File: config.mk
export PLATFORM = sky130hd
export DESIGN_NAME = int_to_padded_ascii_core
export DESIGN_NICKNAME = d
export VERILOG_FILES = /design/src/rtl/core/itpa_pkg.sv /design/src/rtl/core/itpa_digit_cell.sv /design/src/rtl/core/itpa_digit_chain.sv /design/src/rtl/core/int_to_padded_ascii_core.sv
export VERILOG_INCLUDE_DIRS = /design/src /design/src/rtl/core
export SDC_FILE = /design/constraint.sdc
export NUM_CORES = 1
export LEC_CHECK = 0
export CAP_MARGIN = 10
export CORE_MARGIN = 1
export CORE_UTILIZATION = 55
export DETAILED_ROUTE_END_ITERATION = 12
export DONT_BUFFER_PORTS = 1
export PLACE_DENSITY = 0.7
export REMOVE_ABC_BUFFERS = 1
export SLEW_MARGIN = 20
export SYNTH_ARGS = -nofsm -noshare
export SYNTH_HDL_FRONTEND = slang
export SYNTH_HIERARCHICAL = 1
export SYNTH_SLANG_ARGS = --single-unit
File: constraint.sdc
create_clock -name clk_i -period 7.3 [get_ports clk_i]
set_clock_uncertainty 0.1 [all_clocks]
set_input_delay 0.365 -clock clk_i [delete_from_list [all_inputs] [get_ports clk_i]]
set_output_delay 0.365 -clock clk_i [all_outputs]
set_load 0.005 [all_outputs]
File: src/rtl/core/assert_macros.svh
// Assertion helpers shared by the RTL of this block.
// All three sample on clk_i and are disabled while rst_ni is low.
`ifndef ASSERT_MACROS_SVH
`define ASSERT_MACROS_SVH

// A condition that must hold at every clock edge.
`define ITPA_ASSERT(name, cond, msg) \
  name: assert property (@(posedge clk_i) disable iff (!rst_ni) (cond)) else $error(msg);

// An implication: when ante holds, cons holds in the same cycle.
`define ITPA_ASSERT_IMP(name, ante, cons, msg) \
  name: assert property (@(posedge clk_i) disable iff (!rst_ni) (ante) |-> (cons)) \
    else $error(msg);

// An implication: when ante holds, cons holds in the next cycle.
`define ITPA_ASSERT_NXT(name, ante, cons, msg) \
  name: assert property (@(posedge clk_i) disable iff (!rst_ni) (ante) |=> (cons)) \
    else $error(msg);

`endif

File: src/rtl/core/itpa_pkg.sv
package itpa_pkg;

  localparam int unsigned ITPA_MAX_WIDTH     = 63;
  localparam int unsigned ITPA_MAX_PRECISION = 61;

  // Enough digit cells for 64 bits in octal, the longest radix.
  localparam int unsigned NUM_DIGITS  = 22;
  localparam int unsigned DIGIT_IDX_W = 5;
  localparam int unsigned VALUE_W     = 64;

  localparam logic [7:0] CH_SPACE = 8'h20;
  localparam logic [7:0] CH_ZERO  = 8'h30;
  localparam logic [7:0] CH_PLUS  = 8'h2B;
  localparam logic [7:0] CH_MINUS = 8'h2D;
  localparam logic [7:0] CH_UPPER_X = 8'h58;
  localparam logic [7:0] CH_UPPER_A = 8'h41;
  localparam logic [7:0] CASE_BIT = 8'h20;

  typedef enum logic [1:0] {
    RADIX_OCT = 2'd0,
    RADIX_DEC = 2'd1,
    RADIX_HEX = 2'd2
  } radix_e;

  typedef enum logic [1:0] {
    ST_IDLE,
    ST_CONV,
    ST_PLAN,
    ST_EMIT
  } state_e;

  // Output segments in the order in which they appear in the field.
  typedef enum logic [2:0] {
    SEG_LEAD  = 3'd0,
    SEG_SIGN  = 3'd1,
    SEG_PFX0  = 3'd2,
    SEG_PFXX  = 3'd3,
    SEG_ZPAD  = 3'd4,
    SEG_PREC  = 3'd5,
    SEG_DIGS  = 3'd6,
    SEG_TRAIL = 3'd7
  } seg_e;

  typedef struct packed {
    logic [63:0] value;
    logic [1:0]  radix;
    logic        signed_conv;
    logic        left_justify;
    logic        force_plus;
    logic        space_sign;
    logic        zero_pad;
    logic        lower_case;
    logic        alt_prefix;
    logic [5:0]  width;
    logic [5:0]  min_digits;
  } itpa_in_t;

  typedef struct packed {
    logic [7:0] ch;
    logic       last;
  } itpa_out_t;

  typedef struct packed {
    logic   clear;
    logic   shift;
    radix_e radix;
  } chain_ctrl_t;

  function automatic logic [7:0] digit_char(logic [3:0] d, logic lc);
    logic [7:0] c;
    if (d < 4'd10) begin
      c = CH_ZERO + {4'b0, d};
    end else begin
      c = (CH_UPPER_A + {4'b0, d} - 8'd10) | (lc ? CASE_BIT : 8'h00);
    end
    return c;
  endfunction

endpackage

File: src/rtl/core/itpa_digit_cell.sv
module itpa_digit_cell
  import itpa_pkg::*;
(
  input  logic        clk_i,
  input  chain_ctrl_t ctrl_i,
  input  logic        carry_i,
  output logic [3:0]  digit_o,
  output logic        carry_o
);

  logic [3:0] digit_q, digit_d;
  logic [3:0] half;
  logic [4:0] modulus;
  logic [4:0] doubled;

  always_comb begin
    unique case (ctrl_i.radix)
      RADIX_OCT: half = 4'd4;
      RADIX_DEC: half = 4'd5;
      RADIX_HEX: half = 4'd8;
      default:   half = 4'd8;
    endcase
  end

  // The digit doubles and takes the bit from below. With an even radix the
  // carry depends on this digit alone, so no carry ripples along the row.
  assign modulus = {half, 1'b0};
  assign carry_o = (digit_q >= half);
  assign doubled = {digit_q, carry_i};

  always_comb begin
    if (ctrl_i.clear) begin
      digit_d = 4'd0;
    end else if (ctrl_i.shift) begin
      digit_d = carry_o ? 4'(doubled - modulus) : doubled[3:0];
    end else begin
      digit_d = digit_q;
    end
  end

  always_ff @(posedge clk_i) begin
    digit_q <= digit_d;
  end

  assign digit_o = digit_q;

endmodule

File: src/rtl/core/itpa_digit_chain.sv
module itpa_digit_chain
  import itpa_pkg::*;
(
  input  logic                   clk_i,
  input  chain_ctrl_t            ctrl_i,
  input  logic                   bit_i,
  input  logic [DIGIT_IDX_W-1:0] rd_idx_i,
  output logic [3:0]             rd_digit_o,
  output logic                   rd_carry_o
);

  logic [NUM_DIGITS-1:0][3:0] digit;
  logic [NUM_DIGITS-1:0]      carry;

  for (genvar i = 0; i < NUM_DIGITS; i++) begin : g_cell
    logic cin;
    if (i == 0) begin : g_first
      assign cin = bit_i;
    end else begin : g_next
      assign cin = carry[i-1];
    end

    itpa_digit_cell u_cell (
      .clk_i   (clk_i),
      .ctrl_i  (ctrl_i),
      .carry_i (cin),
      .digit_o (digit[i]),
      .carry_o (carry[i])
    );
  end

  always_comb begin
    if (rd_idx_i < DIGIT_IDX_W'(NUM_DIGITS)) begin
      rd_digit_o = digit[rd_idx_i];
      rd_carry_o = carry[rd_idx_i];
    end else begin
      rd_digit_o = 4'd0;
      rd_carry_o = 1'b0;
    end
  end

endmodule

File: src/rtl/core/int_to_padded_ascii_core.sv
// Integer to text in the manner of a printf conversion. A word is taken
// when start_i is high and busy_o is low; busy_o then stays high while the
// word is converted and its field of 1 to 64 characters is emitted, and
// falls as the final character appears. The magnitude is shifted bit by
// bit, all 64 bits for every radix, into a row of 22 digit cells; a
// planning state then sets the padding, and the characters follow one
// per cycle. Each character is shown on res_o for exactly one cycle while
// res_valid_o is high, and the receiver cannot stall the block, so it must
// take every character as it comes. res_o.last marks the final character.
`include "assert_macros.svh"

module int_to_padded_ascii_core
  import itpa_pkg::*;
#(
  parameter int unsigned MAX_WIDTH     = ITPA_MAX_WIDTH,
  parameter int unsigned MAX_PRECISION = ITPA_MAX_PRECISION
) (
  input  logic      clk_i,
  input  logic      rst_ni,
  input  logic      start_i,
  input  itpa_in_t  item_i,
  output logic      busy_o,
  output logic      res_valid_o,
  output itpa_out_t res_o
);

  function automatic seg_e first_seg(logic [7:0] m);
    seg_e s;
    s = SEG_DIGS;
    for (int i = 7; i >= 0; i--) begin
      if (m[i]) begin
        s = seg_e'(3'(i));
      end
    end
    return s;
  endfunction

  function automatic logic [5:0] seg_count(seg_e s, logic [5:0] pad, logic [5:0] precz,
                                           logic [5:0] nd);
    logic [5:0] n;
    case (s)
      SEG_LEAD, SEG_ZPAD, SEG_TRAIL: n = pad;
      SEG_PREC:                      n = precz;
      SEG_DIGS:                      n = nd;
      default:                       n = 6'd1;
    endcase
    return n;
  endfunction

  state_e state_q, state_d;

  logic [VALUE_W-1:0]     mag_q, mag_d;
  logic [5:0]             shift_cnt_q, shift_cnt_d;
  logic [DIGIT_IDX_W-1:0] idx_q, idx_d;
  radix_e                 radix_q, radix_d;
  logic                   left_q, left_d;
  logic                   zpad_q, zpad_d;
  logic                   lc_q, lc_d;
  logic                   alt_q, alt_d;
  logic                   zero_q, zero_d;
  logic [7:0]             sign_q, sign_d;
  logic [5:0]             fw_q, fw_d;
  logic [5:0]             prec_q, prec_d;
  logic [5:0]             pad_q, pad_d;
  logic [5:0]             precz_q, precz_d;
  logic [7:0]             pend_q, pend_d;
  logic [5:0]             cnt_q, cnt_d;
  logic [6:0]             rem_q, rem_d;
  itpa_out_t              res_q, res_d;
  logic                   res_valid_q, res_valid_d;

  logic                   accept;
  logic                   neg;
  chain_ctrl_t            chain_ctrl;
  logic [DIGIT_IDX_W-1:0] rd_idx;
  logic [3:0]             rd_digit;
  logic                   rd_carry;

  // Planning terms, valid in ST_PLAN; nd is also used while emitting.
  logic [5:0] nd;
  logic [5:0] prec_eff;
  logic       sign_en;
  logic       pfx0_en;
  logic       pfxx_en;
  logic [7:0] fw_rem;
  logic [5:0] pad_plan;
  logic [7:0] en_plan;
  logic [6:0] total_plan;

  logic [7:0] pend_nx;
  seg_e       seg;

  assign accept = start_i && (state_q == ST_IDLE);
  assign neg    = item_i.signed_conv && item_i.value[VALUE_W-1];

  assign chain_ctrl.clear = accept;
  assign chain_ctrl.shift = (state_q == ST_CONV);
  assign chain_ctrl.radix = radix_q;

  assign seg    = first_seg(pend_q);
  assign rd_idx = (state_q == ST_CONV) ? idx_q : (cnt_q[DIGIT_IDX_W-1:0] - DIGIT_IDX_W'(1));

  itpa_digit_chain u_chain (
    .clk_i      (clk_i),
    .ctrl_i     (chain_ctrl),
    .bit_i      (mag_q[VALUE_W-1]),
    .rd_idx_i   (rd_idx),
    .rd_digit_o (rd_digit),
    .rd_carry_o (rd_carry)
  );

  assign nd       = {1'b0, idx_q} + 6'd1;
  assign prec_eff = (prec_q > nd) ? prec_q : nd;
  assign sign_en  = (sign_q != 8'd0);
  // The octal prefix is a single zero and is dropped when the value is zero.
  assign pfx0_en  = alt_q && ((radix_q == RADIX_HEX) || !zero_q);
  assign pfxx_en  = alt_q && (radix_q == RADIX_HEX);
  assign fw_rem   = {2'b00, fw_q} - {7'd0, sign_en} - {7'd0, pfx0_en} - {7'd0, pfxx_en}
                    - {2'b00, prec_eff};
  assign pad_plan = fw_rem[7] ? 6'd0 : fw_rem[5:0];

  always_comb begin
    en_plan            = 8'd0;
    en_plan[SEG_LEAD]  = (pad_plan != 6'd0) && !left_q && !zpad_q;
    en_plan[SEG_SIGN]  = sign_en;
    en_plan[SEG_PFX0]  = pfx0_en;
    en_plan[SEG_PFXX]  = pfxx_en;
    en_plan[SEG_ZPAD]  = (pad_plan != 6'd0) && zpad_q;
    en_plan[SEG_PREC]  = (prec_eff != nd);
    en_plan[SEG_DIGS]  = 1'b1;
    en_plan[SEG_TRAIL] = (pad_plan != 6'd0) && left_q;
  end

  assign total_plan = {6'd0, sign_en} + {6'd0, pfx0_en} + {6'd0, pfxx_en}
                      + {1'b0, prec_eff} + {1'b0, pad_plan};

  assign pend_nx = pend_q & ~(8'd1 << seg);

  always_comb begin
    state_d     = state_q;
    mag_d       = mag_q;
    shift_cnt_d = shift_cnt_q;
    idx_d       = idx_q;
    radix_d     = radix_q;
    left_d      = left_q;
    zpad_d      = zpad_q;
    lc_d        = lc_q;
    alt_d       = alt_q;
    zero_d      = zero_q;
    sign_d      = sign_q;
    fw_d        = fw_q;
    prec_d      = prec_q;
    pad_d       = pad_q;
    precz_d     = precz_q;
    pend_d      = pend_q;
    cnt_d       = cnt_q;
    rem_d       = rem_q;
    res_d       = res_q;
    res_valid_d = 1'b0;

    unique case (state_q)
      ST_IDLE: begin
        if (accept) begin
          state_d     = ST_CONV;
          mag_d       = neg ? (~item_i.value + 64'd1) : item_i.value;
          shift_cnt_d = 6'd0;
          idx_d       = '0;
          // Radix code three is handled as hexadecimal.
          radix_d     = (item_i.radix == 2'd0) ? RADIX_OCT :
                        (item_i.radix == 2'd1) ? RADIX_DEC : RADIX_HEX;
          left_d      = item_i.left_justify;
          zpad_d      = item_i.zero_pad && !item_i.left_justify;
          lc_d        = item_i.lower_case;
          alt_d       = item_i.alt_prefix && (item_i.radix != 2'd1);
          zero_d      = (item_i.value == 64'd0);
          if (neg) begin
            sign_d = CH_MINUS;
          end else if (item_i.signed_conv && item_i.force_plus) begin
            sign_d = CH_PLUS;
          end else if (item_i.signed_conv && item_i.space_sign) begin
            sign_d = CH_SPACE;
          end else begin
            sign_d = 8'd0;
          end
          fw_d   = (item_i.width > 6'(MAX_WIDTH)) ? 6'(MAX_WIDTH) : item_i.width;
          prec_d = (item_i.min_digits > 6'(MAX_PRECISION)) ? 6'(MAX_PRECISION)
                                                            : item_i.min_digits;
        end
      end

      ST_CONV: begin
        mag_d       = {mag_q[VALUE_W-2:0], 1'b0};
        shift_cnt_d = shift_cnt_q + 6'd1;
        // The digit count grows exactly when the top nonzero cell carries.
        if (rd_carry && (idx_q < DIGIT_IDX_W'(NUM_DIGITS - 1))) begin
          idx_d = idx_q + DIGIT_IDX_W'(1);
        end
        if (shift_cnt_q == 6'd63) begin
          state_d = ST_PLAN;
        end
      end

      ST_PLAN: begin
        state_d = ST_EMIT;
        pad_d   = pad_plan;
        precz_d = prec_eff - nd;
        pend_d  = en_plan;
        rem_d   = total_plan;
        cnt_d   = seg_count(first_seg(en_plan), pad_plan, prec_eff - nd, nd);
      end

      ST_EMIT: begin
        res_valid_d = 1'b1;
        res_d.last  = (rem_q == 7'd1);
        case (seg)
          SEG_SIGN: res_d.ch = sign_q;
          SEG_PFX0: res_d.ch = CH_ZERO;
          SEG_PFXX: res_d.ch = CH_UPPER_X | (lc_q ? CASE_BIT : 8'h00);
          SEG_ZPAD: res_d.ch = CH_ZERO;
          SEG_PREC: res_d.ch = CH_ZERO;
          SEG_DIGS: res_d.ch = digit_char(rd_digit, lc_q);
          default:  res_d.ch = CH_SPACE;
        endcase
        rem_d = rem_q - 7'd1;
        if (cnt_q == 6'd1) begin
          pend_d = pend_nx;
          cnt_d  = seg_count(first_seg(pend_nx), pad_q, precz_q, nd);
        end else begin
          cnt_d = cnt_q - 6'd1;
        end
        if (rem_q == 7'd1) begin
          state_d = ST_IDLE;
        end
      end

      default: begin
        state_d = ST_IDLE;
      end
    endcase
  end

  always_ff @(posedge clk_i or negedge rst_ni) begin
    if (!rst_ni) begin
      state_q     <= ST_IDLE;
      pend_q      <= 8'd0;
      cnt_q       <= 6'd0;
      rem_q       <= 7'd0;
      shift_cnt_q <= 6'd0;
      idx_q       <= '0;
      res_valid_q <= 1'b0;
    end else begin
      state_q     <= state_d;
      pend_q      <= pend_d;
      cnt_q       <= cnt_d;
      rem_q       <= rem_d;
      shift_cnt_q <= shift_cnt_d;
      idx_q       <= idx_d;
      res_valid_q <= res_valid_d;
    end
  end

  always_ff @(posedge clk_i) begin
    mag_q   <= mag_d;
    radix_q <= radix_d;
    left_q  <= left_d;
    zpad_q  <= zpad_d;
    lc_q    <= lc_d;
    alt_q   <= alt_d;
    zero_q  <= zero_d;
    sign_q  <= sign_d;
    fw_q    <= fw_d;
    prec_q  <= prec_d;
    pad_q   <= pad_d;
    precz_q <= precz_d;
    res_q   <= res_d;
  end

  assign busy_o      = (state_q != ST_IDLE);
  assign res_valid_o = res_valid_q;
  assign res_o       = res_q;

  `ITPA_ASSERT_IMP(a_last_frees, res_valid_o && res_o.last, !busy_o, "busy after last word")
  `ITPA_ASSERT_IMP(a_more_pending, res_valid_o && !res_o.last, busy_o, "field ended early")
  `ITPA_ASSERT_IMP(a_emit_has_seg, state_q == ST_EMIT, pend_q != 8'd0, "no segment left")
  `ITPA_ASSERT_NXT(a_accept_quiet, start_i && !busy_o, !res_valid_o, "word right after start")

endmodule

==> flow_metrics.py, run 1 <==
metrics = {
    "power": {
        "p_per_area_nw_per_um2": 427,
        "ir_drop_mv": 0.210,
        "p_leak_nw": 7.25,
        "total_power_w": 0.00848,
    },
    "synth": {
        "synth_ff_type": "edfxtp_1",
        "netlist_area_um2": 18200,
        "synth_cell_type_count": 86,
        "synth_top_area_cell": "edfxtp_1",
        "synth_top_area_share_pct": 17.7,
        "synth_warnings": 6,
        "synth_area_leaders": "edfxtp_1 (18%), dfxtp_1 (9.7%), ha_1 (6.2%)",
        "synthArstFlopShare_pct": 15.2,
        "avgSynthCellArea_um2": 8.68,
        "synthCells": 2091,
        "synth_edf_count": 107,
        "yosysSeqAreaShare_pct": 32.2,
        "synth_seq_cells": 230,
    },
    "floorplanning": {
        "num_rows": 66,
        "die_h_um": 184,
        "die_width_um": 184,
        "io_pins": 99,
        "core_area_um2": 32500,
        "start_util_pct": 55.8,
        "die_area_um2": 33700,
    },
    "critical_path": {
        "cp-start-kind": "flip-flop",
        "critPathMaxStageDelay_ns": 0.47,
        "worst-path-max-fanout": 7,
        "rr_startpoint": "idx_q[0]",
        "reg2regPathDepth": 28,
        "cpLargestDelayFamily": "adder cells",
        "reg2reg_to": "rem_q[6]",
        "cp-end-kind": "flip-flop",
        "crit_arrival_ns": 7.18,
        "critPathBufInv": 2,
        "cp_slowest_cell": "fa_1",
        "r2r_setup_slack_ns": 0.48,
        "worstSetupPathType": "flip-flop to flip-flop",
        "critical_path_required_ns": 7.67,
        "crit_start": "idx_q[0]",
    },
    "grt": {
        "met1_usage_pct": 37.1,
        "antenna_found_initial": 1,
        "grt_usage_pct": 27.3,
        "grt.busiest_layer": "met2",
        "overflow": 0,
        "grt_pass1_vias": 15300,
        "met3_usage_pct": 4.77,
        "grt_start_max_net_pins": 199,
        "grt_first_pass_wirelength_mm": 76.2,
        "grtUsageMet2_pct": 45.1,
    },
    "routing": {
        "drc": 0,
        "viasPerCell": 6.27,
        "dr_total_vias": 16000,
        "wl_mm": 46.7,
        "post_drt_wl_per_cell_um": 18.3,
        "drtIter0Drc": 1387,
        "ant_nets": 0,
        "drt-pass1-iter-count": 5,
    },
    "cells_and_area": {
        "area.growth.synth_to_final_pct": 9.47,
        "layout.nets": 2273,
        "fin_cells": 2554,
        "mostFrequentLayoutCells": "a21oi_1 (200), inv_1 (154), nand2_1 (154)",
        "fin_util_pct": 61.1,
        "drive_gt1_share_pct": 9.62,
        "layout_commonest_cell": "a21oi_1",
        "fillers": 2837,
    },
    "cts": {
        "clk_pin_slew_worst_paths_ns": 0.06,
        "clock_latency_ns": 0.55,
        "numCtsBuffers": 28,
        "clock_path_buffers": 3,
        "postCtsSetupBuffers": 0,
        "cts_htree_levels": 1,
        "clock-sinks": 230,
        "cts_tree": "built",
        "cts_root_buf": "clkbuf_16",
    },
    "sta": {
        "clock.fmax_mhz": 147,
        "rsz0062_at_grt": "false",
        "report.final.slew_viol_count": 0,
        "tns_ns": 0,
        "slew_headroom_pct": 34.3,
        "fin_crit_ns": 6.82,
        "setup_viol": 0,
        "finalCritPeriodShare_pct": 93.4,
        "worst_hold_slack_ns": 0.0178,
        "hold_viol_final": 0,
        "tightest_slew_ns": 0.985,
    },
    "placed_design": {
        "hpwl_mm": 31.6,
        "dpl.cell_count": 2439,
        "place_congestion": 0.950,
        "port_buffers": 0,
    },
    "flow_run": {
        "cap_violations": 0,
    },
    "hold_path": {
        "hold_class": "primary input to flip-flop",
        "whs_path_depth": 2,
        "worstHoldStart": "item_i[68]",
        "min_to": "mag_q[47]",
    },
    "outcome": {
        "outcome": "completed",
    },
}
cell usage after synthesis (26+ instances only):
master,n
inv_1,155
o21ai_0,125
a21oi_1,200
or4_1,26
nor3_1,56
xnor2_1,62
edfxtp_1,107
nand2b_1,37
clkbuf_1,50
o21bai_1,26
o21a_1,48
nand4_1,32
nand4b_1,45
nor2b_1,40
ha_1,90
nand3_1,40
dfxtp_1,88
nor2_1,97
or2_2,49
o211ai_1,30
xor2_1,31
dfrtp_1,35
nand2_1,154
mux2i_1,47
clkbuf_2,44
timing repair:
item / in CTS / in global routing
gates resized for setup: 0 / 1
hold buffers: 62 / 0
endpoints found under the setup margin: 0 / 1
endpoints found under the hold margin: 96 / 0
worst max-delay path by stage:
stage,cells after the start,end
5_1_grt,26,rem_q[6]
6_report,28,rem_q[6]
4_1_cts,26,rem_q[6]
3_3_place_gp,26,rem_q[6]
2_1_floorplan,12,res_o[5]
3_5_place_dp,26,rem_q[6]
state kept, by name (all words and copies together) (netlist names), 4 cells and up:
register and flops:
cnt_q 6, prec_q 6, precz_q 6, pad_q 6
pend_q 8, mag_q 64, res_o 8, sign_q 4
idx_q 5, fw_q 6, shift_cnt_q 6, u_chain/g_cell.u_cell/digit_o 88
rem_q 7
power breakdown:
group	switching [W]	internal, W
registers	0.000553	0.00205
clock network	0.000560	0.000766
logic	0.00269	0.00187
metrics by stage:
stage | area, µm² | setup slack, ns
final | 19900 | 0.483
after global routing | 19900 | 0.0246
after CTS | 19900 | 0.414
after detailed placement | 18400 | 0.465
after global placement | 18400 | 0.629
after floorplan | 17700 | -2.66
cell type report:
cell class / count / area (µm²) / share of cell area, %
well taps: 442 / 553 / 2.78
diodes: 1 / 2.50 / 0.0126
multi-input cells: 1572 / 11200 / 56.2
clock inverters: 10 / 50.0 / 0.252
flip-flops and latches: 230 / 5850 / 29.4
inverters: 180 / 676 / 3.40
repair buffers: 77 / 756 / 3.80
clock buffers: 42 / 815 / 4.10
logic make-up after synthesis:
| family | after synthesis | share of synthesized area, % |
|---|---|---|
| AOI/OAI and AO/OA | 614 | 22.1 |
| xor gates and xnor gates | 94 | 4.61 |
| adders and majority gates | 98 | 6.97 |
| buffers and inverters | 289 | 6.50 |
| DFF | 230 | 32.2 |
| muxes | 83 | 6.44 |
| other | 1 | 0.0207 |
| and+or+nand+nor | 682 | 21.1 |
per-layer routing:
| metal | vias to the layer above | share of wire (%) |
|---|---|---|
| li1 | 7722 | - |
| met1 | 7719 | 45 |
| met2 | 512 | 46 |
| met3 | 66 | 6.6 |
| met4 | 0 | 2.1 |
| met5 | - | 0 |
Note: power is estimated with default switching activity, not from simulation.
==> run 2: changes to the inputs <==
Settings changed: CELL_PAD_IN_SITES_DETAIL_PLACEMENT from default to 1, CELL_PAD_IN_SITES_GLOBAL_PLACEMENT from default to 1, CORE_UTILIZATION 55 to 50, PLACE_DENSITY 0.7 to default, PLACE_DENSITY_LB_ADDON from default to 0.1.
==> flow_metrics.py, run 2 (same netlist as run 1, synthesis figures left out) <==
metrics = {
    "critical_path": {
        "r2r_setup_slack_ns": 0.49,
        "critPathBufInv": 2,
        "crit_arrival_ns": 7.22,
        "worst-path-max-fanout": 8,
        "reg2reg_to": "rem_q[6]",
        "cp_slowest_cell": "fa_1",
        "critical_path_required_ns": 7.71,
        "cpLargestDelayFamily": "adder cells",
        "cp-start-kind": "flip-flop",
        "rr_startpoint": "idx_q[0]",
        "worst_path_most_repeated_cell": "ha_1",
        "cp-end-kind": "flip-flop",
        "worstSetupPathType": "flip-flop to flip-flop",
        "reg2regPathDepth": 28,
        "critPathMaxStageDelay_ns": 0.48,
        "cp_num_cells": 28,
    },
    "sta": {
        "setup_viol": 0,
        "slew_headroom_pct": 33.0,
        "report.final.slew_viol_count": 0,
        "tns_ns": 0,
        "clock.fmax_mhz": 147,
        "hold_viol_final": 0,
        "rsz0062_at_grt": "false",
        "layout_setup_ws_ns": 0.492,
        "tightest_slew_ns": 1.00,
        "fin_crit_ns": 6.81,
        "finalCritPeriodShare_pct": 93.3,
    },
    "cells_and_area": {
        "fin_util_pct": 56.8,
        "area.growth.synth_to_final_pct": 11.6,
        "final_area_um2": 20300,
        "multi_input_area_um2": 11200,
        "layout_commonest_cell": "a21oi_1",
        "layout.nets": 2295,
        "largest_reg_flops": 88,
        "seqCellArea_um2": 5850,
        "fillers": 4123,
        "drive_gt1_share_pct": 10.2,
        "diodes": 0,
        "mostFrequentLayoutCells": "a21oi_1 (198), inv_1 (154), nand2_1 (154)",
    },
    "placed_design": {
        "hpwl_mm": 37.6,
        "dpl_worst_slack_ns": 0.146,
        "place_congestion": 0.967,
        "placed_cell_area_um2": 18400,
        "port_buffers": 0,
    },
    "floorplanning": {
        "die_area_um2": 37100,
        "num_rows": 69,
        "die_h_um": 193,
        "io_pins": 99,
        "start_util_pct": 50.9,
        "core_area_um2": 35700,
        "die_width_um": 193,
    },
    "cts": {
        "clock_path_buffers": 3,
        "cts_tree": "built",
        "cts_root_buf": "clkbuf_16",
        "clock-sinks": 230,
        "clk_pin_slew_worst_paths_ns": 0.06,
        "clock_latency_ns": 0.59,
        "numCtsBuffers": 29,
        "cts_htree_levels": 1,
    },
    "routing": {
        "viasPerCell": 6.38,
        "dr_total_vias": 16600,
        "drtIter0Drc": 1070,
        "ant_nets": 0,
        "wl_mm": 56.6,
        "post_drt_wl_per_cell_um": 21.8,
        "drc": 6,
        "drt-pass1-iter-count": 11,
    },
    "power": {
        "total_power_w": 0.00899,
        "ir_drop_mv": 0.361,
        "p_leak_nw": 7.39,
        "p_per_area_nw_per_um2": 443,
    },
    "flow_run": {
        "cap_violations": 0,
    },
    "grt": {
        "antenna_found_initial": 0,
        "overflow": 0,
        "grt_start_max_net_pins": 199,
        "grt_usage_pct": 30.0,
        "grt_pass1_vias": 17300,
        "grt_first_pass_wirelength_mm": 90.1,
    },
    "outcome": {
        "outcome": "complete, but fails checks",
        "violations": "design-rule violations",
    },
    "hold_path": {
        "whs_path_depth": 2,
        "min_to": "mag_q[14]",
        "hold_class": "primary input to flip-flop",
        "worstHoldStart": "item_i[35]",
    },
}
run 2: changes by cell type in the layout (fill, tap and decap cells not counted), moves of 2 or more:
cell	change
clkbuf_1	-4
a21oi_2	+2
dlygate4sd3_1	+20
clkinv_2	+2
a21oi_1	-2
clkinvlp_4	+2
clkbuf_8	-3
bufinv_16	+5
run 2: cell type report:
class / count / area share [%]
Timing Repair Buffer: 98 / 4.75
Sequential cell: 230 / 28.9
Clock inverter: 19 / 1.17
Tap cell: 461 / 2.85
Multi-Input combinational cell: 1572 / 55.3
Clock buffer: 35 / 3.74
Inverter: 180 / 3.33
run 2: timing repair:
item                                   CTS  global route
buffers inserted                         0             0
hold buffers                            82             0
endpoints found under the hold margin  117             0
resized for setup                        0             9
setup endpoints to repair                0             3
run 2: where the power goes:
part	internal [W]	switching (W)	total (W)
combinational	0.00190	0.00290	0.00480
sequential	0.00205	0.000597	0.00264
clock	0.000918	0.000622	0.00154
total	0.00487	0.00412	0.00899
run 2: through the flow:
step                      hold WS [ns]  cells
after floorplan                -0.0306   1982
after global placement         -0.0299   2459
after detailed placement       -0.0299   2459
after CTS                      0.00319   2595
after global routing            0.0257   2595
final                           0.0265   2595
run 2: routing by layer:
layer,track usage [%],up-vias,wire length [µm]
met1,38.2,8335,24600
li1,-,7772,-
met4,7.57,0,999
met2,53.1,375,28400
met3,4.31,84,2510
met5,0,-,0
run 2: worst max-delay path by stage:
| stage | to | slack, ns | start |
|---|---|---|---|
| final | rem_q[6] | 0.49 | idx_q[0] |
| after global routing | rem_q[6] | 0.0007 | idx_q[0] |
| after CTS | rem_q[6] | 0.10 | idx_q[0] |
| after detailed placement | rem_q[6] | 0.15 | idx_q[0] |
| after global placement | rem_q[6] | 0.48 | idx_q[0] |
| after floorplan | res_o[5] | -2.66 | state_q[1] |
